==> config.mk <==
export PLATFORM = sky130hd
export DESIGN_NAME = dglht_cmd_fifo
export DESIGN_NICKNAME = d
export VERILOG_FILES = /design/src/hdl/dglht_pkg.sv /design/src/hdl/dglht_cmd_fifo.sv
export SDC_FILE = /design/constraint.sdc
export NUM_CORES = 1
export LEC_CHECK = 0
export CORE_MARGIN = 2
export CORE_UTILIZATION = 55
export DETAILED_ROUTE_END_ITERATION = 10
export DONT_BUFFER_PORTS = 1
export PLACE_DENSITY = 0.7
export SLEW_MARGIN = 20
export SYNTH_ARGS = -nofsm -noshare
export SYNTH_HDL_FRONTEND = slang
export SYNTH_SLANG_ARGS = --single-unit
==> constraint.sdc <==
create_clock -name clk -period 2.8 [get_ports clk]
set_input_delay 0.28 -clock clk [delete_from_list [all_inputs] [get_ports clk]]
set_output_delay 0.28 -clock clk [all_outputs]
set_load 0.02 [all_outputs]
==> src/hdl/dglht_pkg.sv <==
// Package: shared constants and types for the dual ghost LRU hit tracker.
package dglht_pkg;
  localparam int GhostEntriesDef = 64;
  localparam int KeyBitsDef      = 32;
  localparam int InKeyW          = 32;
  localparam int HitW            = 32;
  localparam int ShareW          = 16;

  localparam logic [1:0] FUNC_DEMOTE_INS = 2'd0;
  localparam logic [1:0] FUNC_READ_INS   = 2'd1;
  localparam logic [1:0] FUNC_PROBE      = 2'd2;
  localparam logic [1:0] FUNC_STAT_RST   = 2'd3;

  localparam logic [HitW-1:0] HIT_ONE = 32'd1;
  localparam logic [HitW-1:0] HIT_MAX = 32'hFFFF_FFFF;

  typedef struct packed {
    logic            demote_hit;
    logic            read_hit;
    logic [HitW-1:0] demote_hit_count;
    logic [HitW-1:0] read_hit_count;
    logic [ShareW-1:0] demote_share;
    logic [ShareW-1:0] read_share;
  } dglht_res_t;

  typedef struct packed {
    logic [1:0]        func;
    logic [InKeyW-1:0] block_key;
  } dglht_cmd_t;
endpackage

==> src/hdl/dglht_cmd_fifo.sv <==
// Two-entry command queue between the front and the back.
module dglht_cmd_fifo import dglht_pkg::*; (
  input  logic       clk,
  input  logic       rst_n,
  input  logic       wr_valid,
  output logic       wr_ready,
  input  dglht_cmd_t wr_data,
  output logic       rd_valid,
  input  logic       rd_ready,
  output dglht_cmd_t rd_data
);
  dglht_cmd_t mem_r [2];
  logic       wp_r, rp_r;
  logic [1:0] cnt_r;

  assign wr_ready = (cnt_r != 2'd2);
  assign rd_valid = (cnt_r != 2'd0);
  assign rd_data  = mem_r[rp_r];

  always_ff @(posedge clk) begin
    if (wr_valid && wr_ready) begin
      mem_r[wp_r] <= wr_data;
    end
    if (!rst_n) begin
      wp_r  <= 1'b0;
      rp_r  <= 1'b0;
      cnt_r <= 2'd0;
    end else begin
      if (wr_valid && wr_ready) wp_r <= ~wp_r;
      if (rd_valid && rd_ready) rp_r <= ~rp_r;
      cnt_r <= cnt_r + 2'(wr_valid && wr_ready) - 2'(rd_valid && rd_ready);
    end
  end
endmodule

==> metrics <==
status complete, no violations; Switching Fraction ~29%; syn avg cell area 21.9 sq um; crit path kind reg -> out; count of buffers from port buffering 0; worst r2r src cnt_r[0]; TNS Setup 0 ns; total die area 0.00576 sq mm; pwr dens slightly below 1000 mW/mm^2; CTS H-tree depth 3; Die Wd 75.9 um; residual DRC count 0; Initial Util 56.4%; Skew-Pair Late Insertion Delay about 0.33 ns; final setup fails 0; hold-critical path depth 0; Tot Pwr 0.00296 W; actual slew at the worst max-slew pin 0.806 ns; met2 usage 25.7%; CTS tree done; Initial DRC Count 23; crit-path cells buf_12, mux2_2; initial antenna violation count 0; Unique masters post-synth 18; Avg WL per Cell 18.5 um; cell area after synthesis 0.00284 sq mm; Routed Antenna Nets 0; max_cap viols 0; Final Skew approximately 0.0067 ns; met1 usage 13.6%; Yosys top cell by area edfxtp_1; DR vias/cell 5.29; hold buffer count at cts 0; part of the power in the clock network 24.7%; Util after Layout 61.1%; post-CTS setup buffers 0; Slowest-stage cell, CP dfxtp_2; fin nets about 180; WP data arrival 1.70 ns; GRT Overall Usage 14.5%; Die Y roughly 76 um; post-synthesis sequential area ratio 75.3%; top cells by area, synth edfxtp_1 72%, mux2_4 16%, dfxtp_1 3.5%; combinational share of power 25.9%; Flop pwr share between 40% and 50%; global-route wire length before repair 6130 um; worst reg2reg path depth 8; worst rel slew slack 46.3%; reg-to-reg setup timing slack between 0.8 and 0.9 ns; post-synth top area share between 70% and 80%; Clock Pin Slew Worst Setup and Hold Paths 0.08 ns; # rows 26; Required @ worst endpoint approximately 2.5 ns; Most Crowded Layer GR met2; Synth Register Bits 73; area grow syn2layout 8.40%; deepest clock path buffer count 2; Syn Nets 170; reg2reg end cnt_r[1]; routed via count ~1100; leakage power around 1.1 nW; vias in the first global route 1238; layout cells sized above 1 38.2%; min Tclk post-route 1.98 ns; Num Clock Sinks 73; CP endpoint kind output port; diodes inserted 0; Peak VDD IR approximately 0.00063 V; Fin. Hold Viols 0; Mapped Cells between 100 and 150; Fillers 366; largest net degree at the start of global routing 35; Pins Over Slew Limit 0; switching pwr roughly 0.00087 W; Ys Warns 0; gr ovfl total 0; GR Layer Usage met3 7.02%; Min-Delay Path Class in -> reg; HP Start wr_data[22]; hold endpoint mem_r[1][22]; WL final a little under 4000 um; clk root buf clkbuf_8; drt pass-1 iters 4; Fmax a little over 500 MHz; CTS resizes 0; Final Cycle Share 70.9%; RSZ-0062 raised after global routing no; routability-driven placement congestion ratio 0.750; critical path fanouts, max 19; Int Power 0.00210 W; CTS buffer count 9; crit start category flip-flop; core area 0.00504 sq mm; io pins 74; max incr delay on CP 0.68 ns
[synthesized netlist by cell type (all sizes together)]
master	n
edfxtp	68
o21a	1
mux2	34
or2	1
xnor2	3
dfxtp	5
and3	1
nor2	1
nand2b	2
inv	1
buf	4
nor2b	2
ha	2
and2	2
mux2i	1
nand2	2
[power by group through the flow]
stage                     clock network [W]  logic (W)  registers, W
after global routing               0.000793   0.000810       0.00148
final                              0.000734   0.000766       0.00146
after floorplan                           0   0.000764       0.00144
after global placement                    0   0.000758       0.00148
after CTS                          0.000750   0.000782       0.00147
after detailed placement                  0   0.000781       0.00149
[kinds of logic (layout without fill, tap and decap cells)]
group	Yosys count	in the layout	share of synthesized area (%)
XOR/XNOR	3	3	0.924
adder cells (fa/ha/maj)	2	2	0.880
AND/OR/NAND/NOR	11	11	2.16
buffers and inverters	5	19	2.64
multiplexers	35	35	17.8
AO/OA/AOI/OAI	1	1	0.308
flip-flops	73	73	75.3
[layout make-up]
cell class | count | area, sq um | area share [%]
Sequential cell | 73 | 2140 | 69.5
Multi-Input combinational cell | 52 | 636 | 20.6
Clock buffer | 13 | 170 | 5.52
Tap cell | 70 | 87.6 | 2.84
Timing Repair Buffer | 2 | 27.5 | 0.893
Clock inverter | 3 | 15.0 | 0.487
Inverter | 1 | 3.75 | 0.122
[layer usage]
layer / vias to the layer above / routed length (um)
met3: 6 / 335
met5: - / 0
met2: 42 / 2200
met4: 0 / 66
met1: 567 / 1370
li1: 517 / -
[per-stage QoR]
stage          hold slack, ns  worst slack [ns]  cell area (sq um)  cells
3_3_place_gp            0.379              1.00               2900    198
5_1_grt                0.0154             0.724               3080    214
3_5_place_dp            0.379             0.860               2900    198
6_report               0.0373             0.816               3080    214
2_1_floorplan           0.379             0.180               2840    130
4_1_cts                0.0236             0.777               3080    214
[critical path, delay by kind of cell, from the launching register on]
kind	cells	cell delay, ns
buffers and inverters	1	0.26
flip-flops	1	0.68
multiplexers	1	0.42
[flip-flops by register name (all words and copies together) (netlist names), named ones only]
| register | count |
|---|---|
| wp_r | 1 |
| rp_r | 1 |
| cnt_r | 2 |
| mem_r | 68 |
[worst max path at each step]
stage	start	slack, ns	endpoint	cells past startpoint
after floorplan	cnt_r[0]	0.18	mem_r[0][0]	3
after global placement	cnt_r[0]	1.00	cnt_r[1]	8
after detailed placement	cnt_r[0]	0.86	cnt_r[1]	8
after CTS	flip-flop	0.78	rd_data[0]	2
after global routing	flip-flop	0.72	rd_data[33]	2
final	flip-flop	0.82	rd_data[0]	2
[layout by cell type (no fill, tap or decap)]
master,count
and2_1,2
ha_1,2
nand2_1,2
xnor2_1,3
clkbuf_8,10
mux2_2,4
edfxtp_1,68
clkinv_2,3
nor2b_1,2
and3_2,1
dfxtp_1,4
buf_4,1
dfxtp_2,1
o21a_2,1
nor2_4,1
clkbuf_16,1
buf_12,1
mux2_4,30
inv_1,1
mux2i_1,1
or2_2,1
clkbuf_1,2
nand2b_1,2
Power figures use the tool's default switching activity.
